--- config.mk ---
export PLATFORM = sky130hd
export DESIGN_NAME = multi_slot_software_timer_bank_unit_flat
export DESIGN_NICKNAME = d
export VERILOG_FILES = /design/src/hdl/msstb_pkg.sv /design/src/hdl/msstb_if.sv /design/src/hdl/msstb_expiry_unit.sv /design/src/hdl/msstb_slot_store.sv /design/src/hdl/multi_slot_software_timer_bank_unit.sv /design/src/flat_wrapper.sv
export VERILOG_INCLUDE_DIRS = /design/src /design/src/hdl
export SDC_FILE = /design/constraint.sdc
export NUM_CORES = 2
export LEC_CHECK = 0
export BUFFER_PORTS_ARGS = -buffer_cell sky130_fd_sc_hd__buf_2
export CORE_UTILIZATION = 45
export DETAILED_ROUTE_END_ITERATION = 6
export HOLD_SLACK_MARGIN = 0.15
export SKIP_CTS_REPAIR_TIMING = 1
export SLEW_MARGIN = 20
export SYNTH_ARGS = -nofsm -noshare
export SYNTH_HDL_FRONTEND = slang
export SYNTH_HIERARCHICAL = 1
export SYNTH_SLANG_ARGS = --single-unit
--- constraint.sdc ---
create_clock -name clock -period 17.76 [get_ports clock]
set_input_delay 0.888 -clock clock [delete_from_list [all_inputs] [get_ports clock]]
set_output_delay 0.888 -clock clock [all_outputs]
set_load 0.05 [all_outputs]
--- src/hdl/multi_slot_software_timer_bank_unit_assert.svh ---
// assertion macros for the timer bank rtl
// no dependencies; included by the modules that carry checks
`ifndef MULTI_SLOT_SOFTWARE_TIMER_BANK_UNIT_ASSERT_SVH
`define MULTI_SLOT_SOFTWARE_TIMER_BANK_UNIT_ASSERT_SVH
`ifndef SYNTHESIS
`define MSSTB_ASSERT_IMP(label, clk, rst, ante, cons, msg) \
   label: assert property (@(posedge clk) disable iff (rst) (ante) |-> (cons)) \
      else $error(msg);
`define MSSTB_ASSERT_NXT(label, clk, rst, ante, cons, msg) \
   label: assert property (@(posedge clk) disable iff (rst) (ante) |=> (cons)) \
      else $error(msg);
`else
`define MSSTB_ASSERT_IMP(label, clk, rst, ante, cons, msg)
`define MSSTB_ASSERT_NXT(label, clk, rst, ante, cons, msg)
`endif
`endif

--- src/hdl/msstb_pkg.sv ---
// shared types, codes and constants of the timer bank
// no dependencies
`default_nettype none
package msstb_pkg;

   localparam int TIMER_SLOTS_DEF = 8;
   localparam int TICK_BITS_DEF   = 32;
   localparam int MAX_SLOTS       = 8;
   localparam int DATA_W          = 32;
   localparam int OP_W            = 3;
   localparam int SLOT_W          = 3;
   localparam int STATUS_W        = 2;

   typedef logic [OP_W-1:0]     opcode_type;
   typedef logic [STATUS_W-1:0] status_type;

   localparam opcode_type OP_TICK   = 3'd0;
   localparam opcode_type OP_CREATE = 3'd1;
   localparam opcode_type OP_DELETE = 3'd2;
   localparam opcode_type OP_START  = 3'd3;
   localparam opcode_type OP_STOP   = 3'd4;
   localparam opcode_type OP_QUERY  = 3'd5;
   localparam opcode_type OP_CHECK  = 3'd6;

   localparam status_type STATUS_OK        = 2'd0;
   localparam status_type STATUS_NOT_ALLOC = 2'd1;
   localparam status_type STATUS_NO_FREE   = 2'd2;

   localparam logic KIND_DONE   = 1'b0;
   localparam logic KIND_EXPIRY = 1'b1;

   // write command towards the slot store
   typedef struct packed {
      logic wr_en;
      logic alloc;
      logic active;
      logic recur;
   } slot_ctl_type;

   // slot ids are three bits wide, so the bank never holds more than eight
   function automatic int slot_count(input int slots);
      int n;
      n = (slots < MAX_SLOTS) ? slots : MAX_SLOTS;
      return n;
   endfunction

endpackage
`default_nettype wire

--- src/hdl/msstb_if.sv ---
// request and response channel interfaces of the timer bank
// depends on msstb_pkg
`default_nettype none
interface msstb_req_if;
   logic                         valid;
   logic                         ready;
   logic [msstb_pkg::OP_W-1:0]   opcode;
   logic [msstb_pkg::SLOT_W-1:0] slot_id;
   logic [msstb_pkg::DATA_W-1:0] tick_duration;
   logic                         repeat_mode;
   logic [msstb_pkg::DATA_W-1:0] owner_tag;
   logic [msstb_pkg::DATA_W-1:0] begin_tick;

   modport source (output valid, opcode, slot_id, tick_duration, repeat_mode,
                   owner_tag, begin_tick, input ready);
   modport sink (input valid, opcode, slot_id, tick_duration, repeat_mode,
                 owner_tag, begin_tick, output ready);
endinterface

interface msstb_rsp_if;
   logic                           valid;
   logic                           ready;
   logic                           result_kind;
   logic [msstb_pkg::STATUS_W-1:0] status_code;
   logic [msstb_pkg::SLOT_W-1:0]   slot_number;
   logic [msstb_pkg::DATA_W-1:0]   tag_out;
   logic                           is_running;
   logic                           has_expired;
   logic [msstb_pkg::DATA_W-1:0]   tick_now;
   logic                           last_result;

   modport source (output valid, result_kind, status_code, slot_number, tag_out,
                   is_running, has_expired, tick_now, last_result, input ready);
   modport sink (input valid, result_kind, status_code, slot_number, tag_out,
                 is_running, has_expired, tick_now, last_result, output ready);
endinterface
`default_nettype wire

--- src/hdl/msstb_expiry_unit.sv ---
// shared expiry compare: wraparound elapsed ticks against a duration
// depends on msstb_pkg
`default_nettype none
module msstb_expiry_unit #(
   parameter int TICK_BITS = msstb_pkg::TICK_BITS_DEF
) (
   input  wire logic [TICK_BITS-1:0]         tick_now,
   input  wire logic [msstb_pkg::DATA_W-1:0] start_tick,
   input  wire logic [msstb_pkg::DATA_W-1:0] duration,
   output logic                              reached
);

   logic [TICK_BITS-1:0] elapsed;

   // subtraction wraps at the counter width by construction
   assign elapsed = tick_now - start_tick[TICK_BITS-1:0];
   assign reached = (msstb_pkg::DATA_W'(elapsed) >= duration);

endmodule
`default_nettype wire

--- src/hdl/msstb_slot_store.sv ---
// per-slot flags and payload registers, one read index and one write index
// depends on msstb_pkg
`default_nettype none
module msstb_slot_store #(
   parameter int SLOT_COUNT = msstb_pkg::TIMER_SLOTS_DEF,
   parameter int TICK_BITS  = msstb_pkg::TICK_BITS_DEF,
   parameter int IDX_W      = 3
) (
   input  wire logic                         clock,
   input  wire logic                         reset,
   input  wire logic [IDX_W-1:0]             rd_idx,
   output logic                              rd_alloc,
   output logic                              rd_active,
   output logic                              rd_recur,
   output logic [TICK_BITS-1:0]              rd_start,
   output logic [msstb_pkg::DATA_W-1:0]      rd_dur,
   output logic [msstb_pkg::DATA_W-1:0]      rd_tag,
   output logic [SLOT_COUNT-1:0]             alloc_vec,
   input  wire logic [IDX_W-1:0]             wr_idx,
   input  wire msstb_pkg::slot_ctl_type      wr_ctl,
   input  wire logic [TICK_BITS-1:0]         wr_start,
   input  wire logic [msstb_pkg::DATA_W-1:0] wr_dur,
   input  wire logic [msstb_pkg::DATA_W-1:0] wr_tag
);

   logic [SLOT_COUNT-1:0]        alloc_ff,  alloc_in;
   logic [SLOT_COUNT-1:0]        active_ff, active_in;
   logic [SLOT_COUNT-1:0]        recur_ff,  recur_in;
   logic [TICK_BITS-1:0]         start_ff [SLOT_COUNT];
   logic [msstb_pkg::DATA_W-1:0] dur_ff   [SLOT_COUNT];
   logic [msstb_pkg::DATA_W-1:0] tag_ff   [SLOT_COUNT];

   always_comb begin
      alloc_in  = alloc_ff;
      active_in = active_ff;
      recur_in  = recur_ff;
      if (wr_ctl.wr_en) begin
         alloc_in[wr_idx]  = wr_ctl.alloc;
         active_in[wr_idx] = wr_ctl.active;
         recur_in[wr_idx]  = wr_ctl.recur;
      end
   end

   always_ff @(posedge clock) begin
      if (reset) begin
         alloc_ff  <= '0;
         active_ff <= '0;
         recur_ff  <= '0;
      end else begin
         alloc_ff  <= alloc_in;
         active_ff <= active_in;
         recur_ff  <= recur_in;
      end
   end

   // payload is only read behind a set allocated flag
   always_ff @(posedge clock) begin
      if (wr_ctl.wr_en) begin
         start_ff[wr_idx] <= wr_start;
         dur_ff[wr_idx]   <= wr_dur;
         tag_ff[wr_idx]   <= wr_tag;
      end
   end

   assign rd_alloc  = alloc_ff[rd_idx];
   assign rd_active = active_ff[rd_idx];
   assign rd_recur  = recur_ff[rd_idx];
   assign rd_start  = start_ff[rd_idx];
   assign rd_dur    = dur_ff[rd_idx];
   assign rd_tag    = tag_ff[rd_idx];
   assign alloc_vec = alloc_ff;

endmodule
`default_nettype wire

--- src/hdl/multi_slot_software_timer_bank_unit.sv ---
// top level of the timer bank: sequencer, tick counter and response register
// depends on msstb_pkg, msstb_if, msstb_slot_store, msstb_expiry_unit
//
// Timer bank with up to eight slots and a tick counter that advances on each tick request.
// One request word is taken at a time. A tick request is accepted, then the slots (TIMER_SLOTS,
// capped at eight) are walked one at a time through the single elapsed-time compare unit, then
// the completion word is issued; every other opcode is accepted and then issues its completion
// word. A response word that is due waits while the response register is still held by the sink.
// Expiry words leave in ascending slot order, and each request ends with exactly one completion
// word with last_result set. The response register lets the next request be taken while the final
// word of the previous one still waits.
`default_nettype none
`include "multi_slot_software_timer_bank_unit_assert.svh"
module multi_slot_software_timer_bank_unit #(
   parameter int TIMER_SLOTS = msstb_pkg::TIMER_SLOTS_DEF,
   parameter int TICK_BITS   = msstb_pkg::TICK_BITS_DEF
) (
   input wire logic    clock,
   input wire logic    reset,
   msstb_req_if.sink   req_ch,
   msstb_rsp_if.source rsp_ch
);

   localparam int SlotCount = msstb_pkg::slot_count(TIMER_SLOTS);
   localparam int IdxW      = (SlotCount > 1) ? $clog2(SlotCount) : 1;

   typedef enum logic [2:0] {
      S_IDLE   = 3'b001,
      S_SCAN   = 3'b010,
      S_FINISH = 3'b100
   } state_type;

   state_type                      state_ff, state_in;
   logic [msstb_pkg::OP_W-1:0]     op_ff, op_in;
   logic [msstb_pkg::SLOT_W-1:0]   sid_ff, sid_in;
   logic [msstb_pkg::DATA_W-1:0]   dur_ff, dur_in;
   logic                           rep_ff, rep_in;
   logic [msstb_pkg::DATA_W-1:0]   tag_ff, tag_in;
   logic [msstb_pkg::DATA_W-1:0]   begin_ff, begin_in;
   logic [IdxW-1:0]                idx_ff, idx_in;
   logic [TICK_BITS-1:0]           tick_ff, tick_in;

   logic                           rsp_valid_ff, rsp_valid_in;
   logic                           kind_ff, kind_in;
   logic [msstb_pkg::STATUS_W-1:0] status_ff, status_in;
   logic [msstb_pkg::SLOT_W-1:0]   slot_ff, slot_in;
   logic [msstb_pkg::DATA_W-1:0]   tago_ff, tago_in;
   logic                           run_ff, run_in;
   logic                           exp_ff, exp_in;
   logic [TICK_BITS-1:0]           rtick_ff, rtick_in;
   logic                           last_ff, last_in;

   logic                           accept;
   logic                           out_free;
   logic [IdxW-1:0]                rd_idx;
   logic                           rd_alloc, rd_active, rd_recur;
   logic [TICK_BITS-1:0]           rd_start;
   logic [msstb_pkg::DATA_W-1:0]   rd_dur, rd_tag;
   logic [SlotCount-1:0]           alloc_vec;
   logic [IdxW-1:0]                wr_idx;
   msstb_pkg::slot_ctl_type        wr_ctl;
   logic [TICK_BITS-1:0]           wr_start;
   logic [msstb_pkg::DATA_W-1:0]   wr_dur, wr_tag;
   logic [msstb_pkg::DATA_W-1:0]   cmp_start, cmp_dur;
   logic                           reached;
   logic                           sid_ok;
   logic                           expire;
   logic                           free_found;
   logic [IdxW-1:0]                free_idx;

   assign req_ch.ready = (state_ff == S_IDLE);
   assign accept       = req_ch.valid && req_ch.ready;
   assign out_free     = !rsp_valid_ff || rsp_ch.ready;

   assign rd_idx = (state_ff == S_SCAN) ? idx_ff : sid_ff[IdxW-1:0];
   assign sid_ok = (int'(sid_ff) < SlotCount) && rd_alloc;
   assign expire = rd_alloc && rd_active && reached;

   msstb_slot_store #(
      .SLOT_COUNT (SlotCount),
      .TICK_BITS  (TICK_BITS),
      .IDX_W      (IdxW)
   ) u_store (
      .clock     (clock),
      .reset     (reset),
      .rd_idx    (rd_idx),
      .rd_alloc  (rd_alloc),
      .rd_active (rd_active),
      .rd_recur  (rd_recur),
      .rd_start  (rd_start),
      .rd_dur    (rd_dur),
      .rd_tag    (rd_tag),
      .alloc_vec (alloc_vec),
      .wr_idx    (wr_idx),
      .wr_ctl    (wr_ctl),
      .wr_start  (wr_start),
      .wr_dur    (wr_dur),
      .wr_tag    (wr_tag)
   );

   // standalone check uses the request operands, the scan uses the slot
   always_comb begin
      if (state_ff == S_FINISH && op_ff == msstb_pkg::OP_CHECK) begin
         cmp_start = begin_ff;
         cmp_dur   = dur_ff;
      end else begin
         cmp_start = msstb_pkg::DATA_W'(rd_start);
         cmp_dur   = rd_dur;
      end
   end

   msstb_expiry_unit #(
      .TICK_BITS (TICK_BITS)
   ) u_expiry (
      .tick_now   (tick_ff),
      .start_tick (cmp_start),
      .duration   (cmp_dur),
      .reached    (reached)
   );

   // lowest free slot
   always_comb begin
      free_found = 1'b0;
      free_idx   = '0;
      for (int i = SlotCount - 1; i >= 0; i--) begin
         if (!alloc_vec[i]) begin
            free_found = 1'b1;
            free_idx   = IdxW'(i);
         end
      end
   end

   always_comb begin
      state_in     = state_ff;
      op_in        = op_ff;
      sid_in       = sid_ff;
      dur_in       = dur_ff;
      rep_in       = rep_ff;
      tag_in       = tag_ff;
      begin_in     = begin_ff;
      idx_in       = idx_ff;
      tick_in      = tick_ff;

      rsp_valid_in = rsp_valid_ff;
      kind_in      = kind_ff;
      status_in    = status_ff;
      slot_in      = slot_ff;
      tago_in      = tago_ff;
      run_in       = run_ff;
      exp_in       = exp_ff;
      rtick_in     = rtick_ff;
      last_in      = last_ff;

      wr_idx        = rd_idx;
      wr_ctl.wr_en  = 1'b0;
      wr_ctl.alloc  = rd_alloc;
      wr_ctl.active = rd_active;
      wr_ctl.recur  = rd_recur;
      wr_start      = rd_start;
      wr_dur        = rd_dur;
      wr_tag        = rd_tag;

      if (rsp_valid_ff && rsp_ch.ready) begin
         rsp_valid_in = 1'b0;
      end

      unique case (state_ff)
         S_IDLE: begin
            if (accept) begin
               op_in    = req_ch.opcode;
               sid_in   = req_ch.slot_id;
               dur_in   = req_ch.tick_duration;
               rep_in   = req_ch.repeat_mode;
               tag_in   = req_ch.owner_tag;
               begin_in = req_ch.begin_tick;
               idx_in   = '0;
               if (req_ch.opcode == msstb_pkg::OP_TICK) begin
                  tick_in  = tick_ff + 1'b1;
                  state_in = S_SCAN;
               end else begin
                  state_in = S_FINISH;
               end
            end
         end
         S_SCAN: begin
            // hold the slot while an expiry word cannot be placed
            if (!expire || out_free) begin
               if (expire) begin
                  rsp_valid_in  = 1'b1;
                  kind_in       = msstb_pkg::KIND_EXPIRY;
                  status_in     = msstb_pkg::STATUS_OK;
                  slot_in       = msstb_pkg::SLOT_W'(idx_ff);
                  tago_in       = rd_tag;
                  run_in        = 1'b0;
                  exp_in        = 1'b0;
                  rtick_in      = tick_ff;
                  last_in       = 1'b0;
                  wr_ctl.wr_en  = 1'b1;
                  if (rd_recur) begin
                     wr_start = tick_ff;
                  end else begin
                     wr_ctl.active = 1'b0;
                     wr_start      = '0;
                     wr_dur        = '0;
                  end
               end
               if (idx_ff == IdxW'(SlotCount - 1)) begin
                  state_in = S_FINISH;
               end else begin
                  idx_in = idx_ff + 1'b1;
               end
            end
         end
         S_FINISH: begin
            if (out_free) begin
               rsp_valid_in = 1'b1;
               kind_in      = msstb_pkg::KIND_DONE;
               status_in    = msstb_pkg::STATUS_OK;
               slot_in      = sid_ff;
               tago_in      = '0;
               run_in       = 1'b0;
               exp_in       = 1'b0;
               rtick_in     = tick_ff;
               last_in      = 1'b1;
               state_in     = S_IDLE;
               case (op_ff)
                  msstb_pkg::OP_CREATE: begin
                     if (free_found) begin
                        slot_in       = msstb_pkg::SLOT_W'(free_idx);
                        wr_idx        = free_idx;
                        wr_ctl.wr_en  = 1'b1;
                        wr_ctl.alloc  = 1'b1;
                        wr_ctl.active = 1'b0;
                        wr_ctl.recur  = rep_ff;
                        wr_start      = '0;
                        wr_dur        = '0;
                        wr_tag        = tag_ff;
                     end else begin
                        status_in = msstb_pkg::STATUS_NO_FREE;
                        slot_in   = '0;
                     end
                  end
                  msstb_pkg::OP_DELETE: begin
                     if (sid_ok) begin
                        wr_ctl.wr_en  = 1'b1;
                        wr_ctl.alloc  = 1'b0;
                        wr_ctl.active = 1'b0;
                        wr_ctl.recur  = 1'b0;
                        wr_start      = '0;
                        wr_dur        = '0;
                        wr_tag        = '0;
                     end else begin
                        status_in = msstb_pkg::STATUS_NOT_ALLOC;
                     end
                  end
                  msstb_pkg::OP_START: begin
                     if (sid_ok) begin
                        wr_ctl.wr_en  = 1'b1;
                        wr_ctl.active = 1'b1;
                        wr_start      = tick_ff;
                        wr_dur        = dur_ff;
                     end else begin
                        status_in = msstb_pkg::STATUS_NOT_ALLOC;
                     end
                  end
                  msstb_pkg::OP_STOP: begin
                     if (sid_ok) begin
                        wr_ctl.wr_en  = 1'b1;
                        wr_ctl.active = 1'b0;
                        wr_start      = '0;
                        wr_dur        = '0;
                     end else begin
                        status_in = msstb_pkg::STATUS_NOT_ALLOC;
                     end
                  end
                  msstb_pkg::OP_QUERY: begin
                     run_in = sid_ok && rd_active;
                     if (!sid_ok) begin
                        status_in = msstb_pkg::STATUS_NOT_ALLOC;
                     end
                  end
                  msstb_pkg::OP_CHECK: begin
                     slot_in = '0;
                     exp_in  = reached;
                  end
                  default: begin
                     // tick completion and the reserved opcode
                     slot_in = '0;
                  end
               endcase
            end
         end
         default: begin
            state_in = S_IDLE;
         end
      endcase
   end

   always_ff @(posedge clock) begin
      if (reset) begin
         state_ff     <= S_IDLE;
         idx_ff       <= '0;
         tick_ff      <= '0;
         rsp_valid_ff <= 1'b0;
      end else begin
         state_ff     <= state_in;
         idx_ff       <= idx_in;
         tick_ff      <= tick_in;
         rsp_valid_ff <= rsp_valid_in;
      end
   end

   always_ff @(posedge clock) begin
      op_ff     <= op_in;
      sid_ff    <= sid_in;
      dur_ff    <= dur_in;
      rep_ff    <= rep_in;
      tag_ff    <= tag_in;
      begin_ff  <= begin_in;
      kind_ff   <= kind_in;
      status_ff <= status_in;
      slot_ff   <= slot_in;
      tago_ff   <= tago_in;
      run_ff    <= run_in;
      exp_ff    <= exp_in;
      rtick_ff  <= rtick_in;
      last_ff   <= last_in;
   end

   assign rsp_ch.valid       = rsp_valid_ff;
   assign rsp_ch.result_kind = kind_ff;
   assign rsp_ch.status_code = status_ff;
   assign rsp_ch.slot_number = slot_ff;
   assign rsp_ch.tag_out     = tago_ff;
   assign rsp_ch.is_running  = run_ff;
   assign rsp_ch.has_expired = exp_ff;
   assign rsp_ch.tick_now    = msstb_pkg::DATA_W'(rtick_ff);
   assign rsp_ch.last_result = last_ff;

   `MSSTB_ASSERT_IMP(a_scan_idx_range, clock, reset, state_ff == S_SCAN, int'(idx_ff) < SlotCount, "scan index beyond slot count")
   `MSSTB_ASSERT_NXT(a_tick_advance, clock, reset, accept && req_ch.opcode == msstb_pkg::OP_TICK, tick_ff == TICK_BITS'($past(tick_ff) + 1'b1), "tick counter did not advance")
   `MSSTB_ASSERT_IMP(a_expiry_not_last, clock, reset, rsp_valid_ff && kind_ff == msstb_pkg::KIND_EXPIRY, !last_ff, "expiry word flagged as last")
   `MSSTB_ASSERT_NXT(a_finish_done, clock, reset, state_ff == S_FINISH && out_free, state_ff == S_IDLE && rsp_valid_ff && last_ff, "completion word not issued")

endmodule
`default_nettype wire

--- src/flat_wrapper.sv ---
// flat-port wrapper written by rule: the top's interface ports become plain ports
module multi_slot_software_timer_bank_unit_flat 
#(
   parameter int TIMER_SLOTS = msstb_pkg::TIMER_SLOTS_DEF,
   parameter int TICK_BITS   = msstb_pkg::TICK_BITS_DEF
)
  (clock, reset, req_ch_valid, req_ch_opcode, req_ch_slot_id, req_ch_tick_duration, req_ch_repeat_mode, req_ch_owner_tag, req_ch_begin_tick, req_ch_ready, rsp_ch_valid, rsp_ch_result_kind, rsp_ch_status_code, rsp_ch_slot_number, rsp_ch_tag_out, rsp_ch_is_running, rsp_ch_has_expired, rsp_ch_tick_now, rsp_ch_last_result, rsp_ch_ready);
  msstb_req_if req_ch_i ();
  msstb_rsp_if rsp_ch_i ();
  input wire logic clock;
  input wire logic reset;
  input wire logic [$bits(req_ch_i.valid)-1:0] req_ch_valid;
  input wire logic [$bits(req_ch_i.opcode)-1:0] req_ch_opcode;
  input wire logic [$bits(req_ch_i.slot_id)-1:0] req_ch_slot_id;
  input wire logic [$bits(req_ch_i.tick_duration)-1:0] req_ch_tick_duration;
  input wire logic [$bits(req_ch_i.repeat_mode)-1:0] req_ch_repeat_mode;
  input wire logic [$bits(req_ch_i.owner_tag)-1:0] req_ch_owner_tag;
  input wire logic [$bits(req_ch_i.begin_tick)-1:0] req_ch_begin_tick;
  output wire logic [$bits(req_ch_i.ready)-1:0] req_ch_ready;
  output wire logic [$bits(rsp_ch_i.valid)-1:0] rsp_ch_valid;
  output wire logic [$bits(rsp_ch_i.result_kind)-1:0] rsp_ch_result_kind;
  output wire logic [$bits(rsp_ch_i.status_code)-1:0] rsp_ch_status_code;
  output wire logic [$bits(rsp_ch_i.slot_number)-1:0] rsp_ch_slot_number;
  output wire logic [$bits(rsp_ch_i.tag_out)-1:0] rsp_ch_tag_out;
  output wire logic [$bits(rsp_ch_i.is_running)-1:0] rsp_ch_is_running;
  output wire logic [$bits(rsp_ch_i.has_expired)-1:0] rsp_ch_has_expired;
  output wire logic [$bits(rsp_ch_i.tick_now)-1:0] rsp_ch_tick_now;
  output wire logic [$bits(rsp_ch_i.last_result)-1:0] rsp_ch_last_result;
  input wire logic [$bits(rsp_ch_i.ready)-1:0] rsp_ch_ready;
  assign req_ch_i.valid = req_ch_valid;
  assign req_ch_i.opcode = req_ch_opcode;
  assign req_ch_i.slot_id = req_ch_slot_id;
  assign req_ch_i.tick_duration = req_ch_tick_duration;
  assign req_ch_i.repeat_mode = req_ch_repeat_mode;
  assign req_ch_i.owner_tag = req_ch_owner_tag;
  assign req_ch_i.begin_tick = req_ch_begin_tick;
  assign req_ch_ready = req_ch_i.ready;
  assign rsp_ch_valid = rsp_ch_i.valid;
  assign rsp_ch_result_kind = rsp_ch_i.result_kind;
  assign rsp_ch_status_code = rsp_ch_i.status_code;
  assign rsp_ch_slot_number = rsp_ch_i.slot_number;
  assign rsp_ch_tag_out = rsp_ch_i.tag_out;
  assign rsp_ch_is_running = rsp_ch_i.is_running;
  assign rsp_ch_has_expired = rsp_ch_i.has_expired;
  assign rsp_ch_tick_now = rsp_ch_i.tick_now;
  assign rsp_ch_last_result = rsp_ch_i.last_result;
  assign rsp_ch_i.ready = rsp_ch_ready;
  multi_slot_software_timer_bank_unit #(.TIMER_SLOTS(TIMER_SLOTS), .TICK_BITS(TICK_BITS)) u_core (.clock(clock), .reset(reset), .req_ch(req_ch_i), .rsp_ch(rsp_ch_i));
endmodule
==> flow_metrics.py <==
metrics = {
    "outcome": {
        "run_status": "finished clean",
    },
    "routing": {
        "drt-pass1-iter-count": 5,
        "detail_route.wl_per_cell_um": 27.05,
        "ant_nets": 0,
        "drt_iter0_drc": 2224,
        "vias": 23440,
        "drc": 0,
        "routed_via_density": 5.921,
        "totalWireLength_mm": 107.1,
    },
    "clocking": {
        "clk_path_buf_depth": 3,
        "clkLatencyLatePin_ps": 680,
        "clock-sinks": 1007,
        "tritoncts": "done",
        "cts.clk_slew.worst_paths_ps": 60,
        "root_buffer": "clkbuf_16",
        "cts_buffers": 104,
        "htree_num_levels": 3,
    },
    "logic_synthesis": {
        "synth_edf_count": 944,
        "ys_types": 84,
        "synth.largest_area_cell": "edfxtp_1",
        "async_flop_share": 0,
        "synthTopCellsByArea": "edfxtp_1 (65%), mux4_2 (10%), dfxtp_1 (2.9%), mux2_4 (2.7%), mux2_2 (2.2%)",
        "yosysSeqAreaShare": 0.6839,
        "synth.cell_area_um2": 43290,
        "syn-num-nets": 2591,
        "yosysWarnings": 6,
        "yosysTopAreaCellShare": 0.6548,
        "ys_ff_latch": 1007,
        "ys.flop_type": "edfxtp_1",
        "avgSynthCellArea_um2": 17.91,
        "netlist_instances": 2417,
    },
    "critical_path": {
        "critPathKind": "reg -> reg",
        "reg2reg_slack_ps": 5900,
        "rr_startpoint": "u_core/state_ff[2]",
        "worst-path-buf-inv": 7,
        "cp_max_fo": 70,
        "worstPathRequired_ps": 18040,
        "cp_top_family": "buffers and inverters",
        "cp-end-kind": "register",
        "r2r-end": "u_core/u_store/dur_ff[5][25]",
        "worstRegToRegCells": 30,
        "cp.arrival_ps": 12140,
        "max_stage_delay_ps": 910,
        "critical-path-slowest-cell": "buf_4",
        "crit_path_start_kind": "register",
        "crit_top_cell": "buf_4",
    },
    "placement": {
        "numPortBuffers": 181,
        "placed_area_um2": 45420,
        "place_hpwl_mm": 63.66,
        "placedCellCount": 3763,
        "place_congestion": 0.8870,
    },
    "timing": {
        "min_period_ps": 11860,
        "maxSlewViolCount": 0,
        "slew_headroom": 0.2566,
        "worst_pin_slew_ps": 1112,
        "finalHoldViolCount": 0,
        "finalCritPeriodShare": 0.6680,
        "whs_ps": 384.0,
        "setup_tns_ps": 0,
        "setup_viol": 0,
        "clock_skew_ps": 22.46,
        "grt_setup_unrepaired": "no",
        "max_freq_ghz": 0.08429,
    },
    "power_and_ir_drop": {
        "intPower_mw": 4.057,
        "peakVddDrop_v": 0.00007538,
        "power_frac_seq": 0.513,
        "p_comb_frac": 0.092,
        "p_per_area_nw_per_um2": 107.8,
        "p_clk_frac": 0.394,
        "p_sw_mw": 1.192,
        "power.share.switching": 0.2271,
        "power_mw": 5.249,
        "p_leak_nw": 16.59,
    },
    "floorplanning": {
        "die_h_um": 312.2,
        "io_pins": 182,
        "core_um2": 95150,
        "dieArea_um2": 97450,
        "die_w_um": 312.2,
        "rows": 113,
        "start_util": 0.4550,
    },
    "cells_and_area": {
        "layout-area-overhead-vs-synth_pct": 12.46,
        "final_common_cell": "edfxtp_1",
        "layout_common_cells": "edfxtp_1 (944), mux4_2 (198), buf_2 (181)",
        "fin_area_um2": 48690,
        "layout-drive-gt1-share": 0.2853,
        "fin_nets": 2779,
        "fill_cells": 7751,
        "stdcell_count": 3958,
    },
    "global_route": {
        "grt_max_degree": 118,
        "overflow": 0,
        "grt_most_used_layer": "met2",
        "first_global_vias": 23920,
        "grt_antenna_before_repair": 8,
        "grt_pass1_wl_mm": 157.8,
        "track_usage": 0.2191,
        "met3_usage": 0.03517,
        "grtUsageMet1": 0.3047,
        "met2_usage": 0.3587,
    },
    "min_path": {
        "hp-start": "req_ch_owner_tag[31]",
        "hold_depth": 1,
        "hold_end": "u_core/tag_ff[31]",
        "hp-class": "in -> reg",
    },
    "run": {
        "drv_cap": 0,
    },
}
## cell families (layout without fill, tap and decap cells)
family                     Yosys count  count (layout)  share of synthesized area
other                                0               1                          0
xor gates and xnor gates            35              35                   0.007081
buffers and inverters              224             499                    0.02714
and+or+nand+nor                    333             333                    0.04358
DFF                               1007            1007                     0.6839
adders and majority gates           67              67                    0.01954
AOI/OAI and AO/OA                  364             364                    0.06041
muxes                              387             387                     0.1583
## layer usage
| layer | part of all wire | up-vias |
|---|---|---|
| met1 | 0.43 | 12220 |
| met2 | 0.49 | 832 |
| met5 | 0.00053 | - |
| li1 | - | 10220 |
| met4 | 0.022 | 8 |
| met3 | 0.064 | 156 |
## cells in the mapped netlist (10+ instances only)
master      n
o21ai_0    39
xor2_1     19
nand3_1    23
dfxtp_1    63
and3_1     10
inv_1      79
mux2_2     86
buf_12     11
a21oi_1    94
nand2_1    52
xnor2_1    16
nor2_1     60
clkbuf_1   63
mux2_4     79
a221o_1    15
mux2i_1    24
and2_1     40
o31ai_1    25
nand2b_1   15
edfxtp_1  944
a31oi_1    12
ha_1       66
buf_1      10
nand4_1    49
or4_1      17
buf_2      48
a22o_1     77
mux4_2    198
a21o_1     32
## power by group through the flow
stage          Sequential, mW  Combinational [mW]  Clock, mW
2_1_floorplan            2.74               0.346          0
5_1_grt                  2.69               0.527       2.20
6_report                 2.69               0.485       2.07
3_5_place_dp             2.74               0.487          0
4_1_cts                  2.69               0.490       2.12
3_3_place_gp             2.74               0.478          0
## stage by stage
step                        util  setup slack [ps]
after floorplan                -              5147
after global placement    0.4774              6140
after detailed placement  0.4774              5942
after CTS                 0.5115              5889
after global routing      0.5116              5159
final                     0.5117              5896
## final cells by class
class                           count  area (µm²)  area share
Inverter                           80       322.8    0.006630
Clock buffer                      141        2929     0.06016
Timing Repair Buffer              226        1272     0.02614
Antenna cell                        1       2.502  0.00005140
Tap cell                         1265        1583     0.03251
Sequential cell                  1007       29610      0.6081
Clock inverter                     52       319.1    0.006553
Multi-Input combinational cell   1186       12650      0.2598
## worst register-to-register path, delay by kind of cell (launching register included)
| kind | cells | cell delay, ps |
|---|---|---|
| buf+inv | 7 | 3940 |
| compound gates | 10 | 2830 |
| simple gates | 7 | 2310 |
| mux | 3 | 1020 |
| fa+ha+maj | 2 | 570 |
| flops | 1 | 550 |
| xor+xnor | 1 | 110 |
## how the worst max path moves through the flow
stage          slack, ps                      endpoint               start  cells past startpoint
2_1_floorplan       5150   u_core/u_store/active_ff[0]  u_core/state_ff[0]                     33
3_3_place_gp        6140  u_core/u_store/dur_ff[5][16]  u_core/state_ff[2]                     31
3_5_place_dp        5940  u_core/u_store/dur_ff[5][19]  u_core/state_ff[2]                     31
4_1_cts             5890  u_core/u_store/dur_ff[5][23]  u_core/state_ff[2]                     31
5_1_grt             5160  u_core/u_store/dur_ff[5][25]  u_core/state_ff[2]                     31
6_report            5900  u_core/u_store/dur_ff[5][25]  u_core/state_ff[2]                     30
## sequential cells by signal (all words and copies together), names as in the netlist, 2 cells and up
signal	flops
u_core/rsp_ch.tick_now	32
u_core/sid_ff	3
u_core/dur_ff	32
u_core/idx_ff	3
u_core/begin_ff	32
u_core/rsp_ch.status_code	2
u_core/u_store/start_ff	256
u_core/u_store/dur_ff	256
u_core/u_store/active_ff	8
u_core/tick_ff	32
u_core/rsp_ch.slot_number	3
u_core/u_store/recur_ff	8
u_core/tag_ff	32
u_core/op_ff	3
u_core/u_store/tag_ff	256
u_core/rsp_ch.tag_out	32
u_core/state_ff	3
u_core/u_store/alloc_vec	8
No activity file was read; power rests on OpenSTA's default activity.
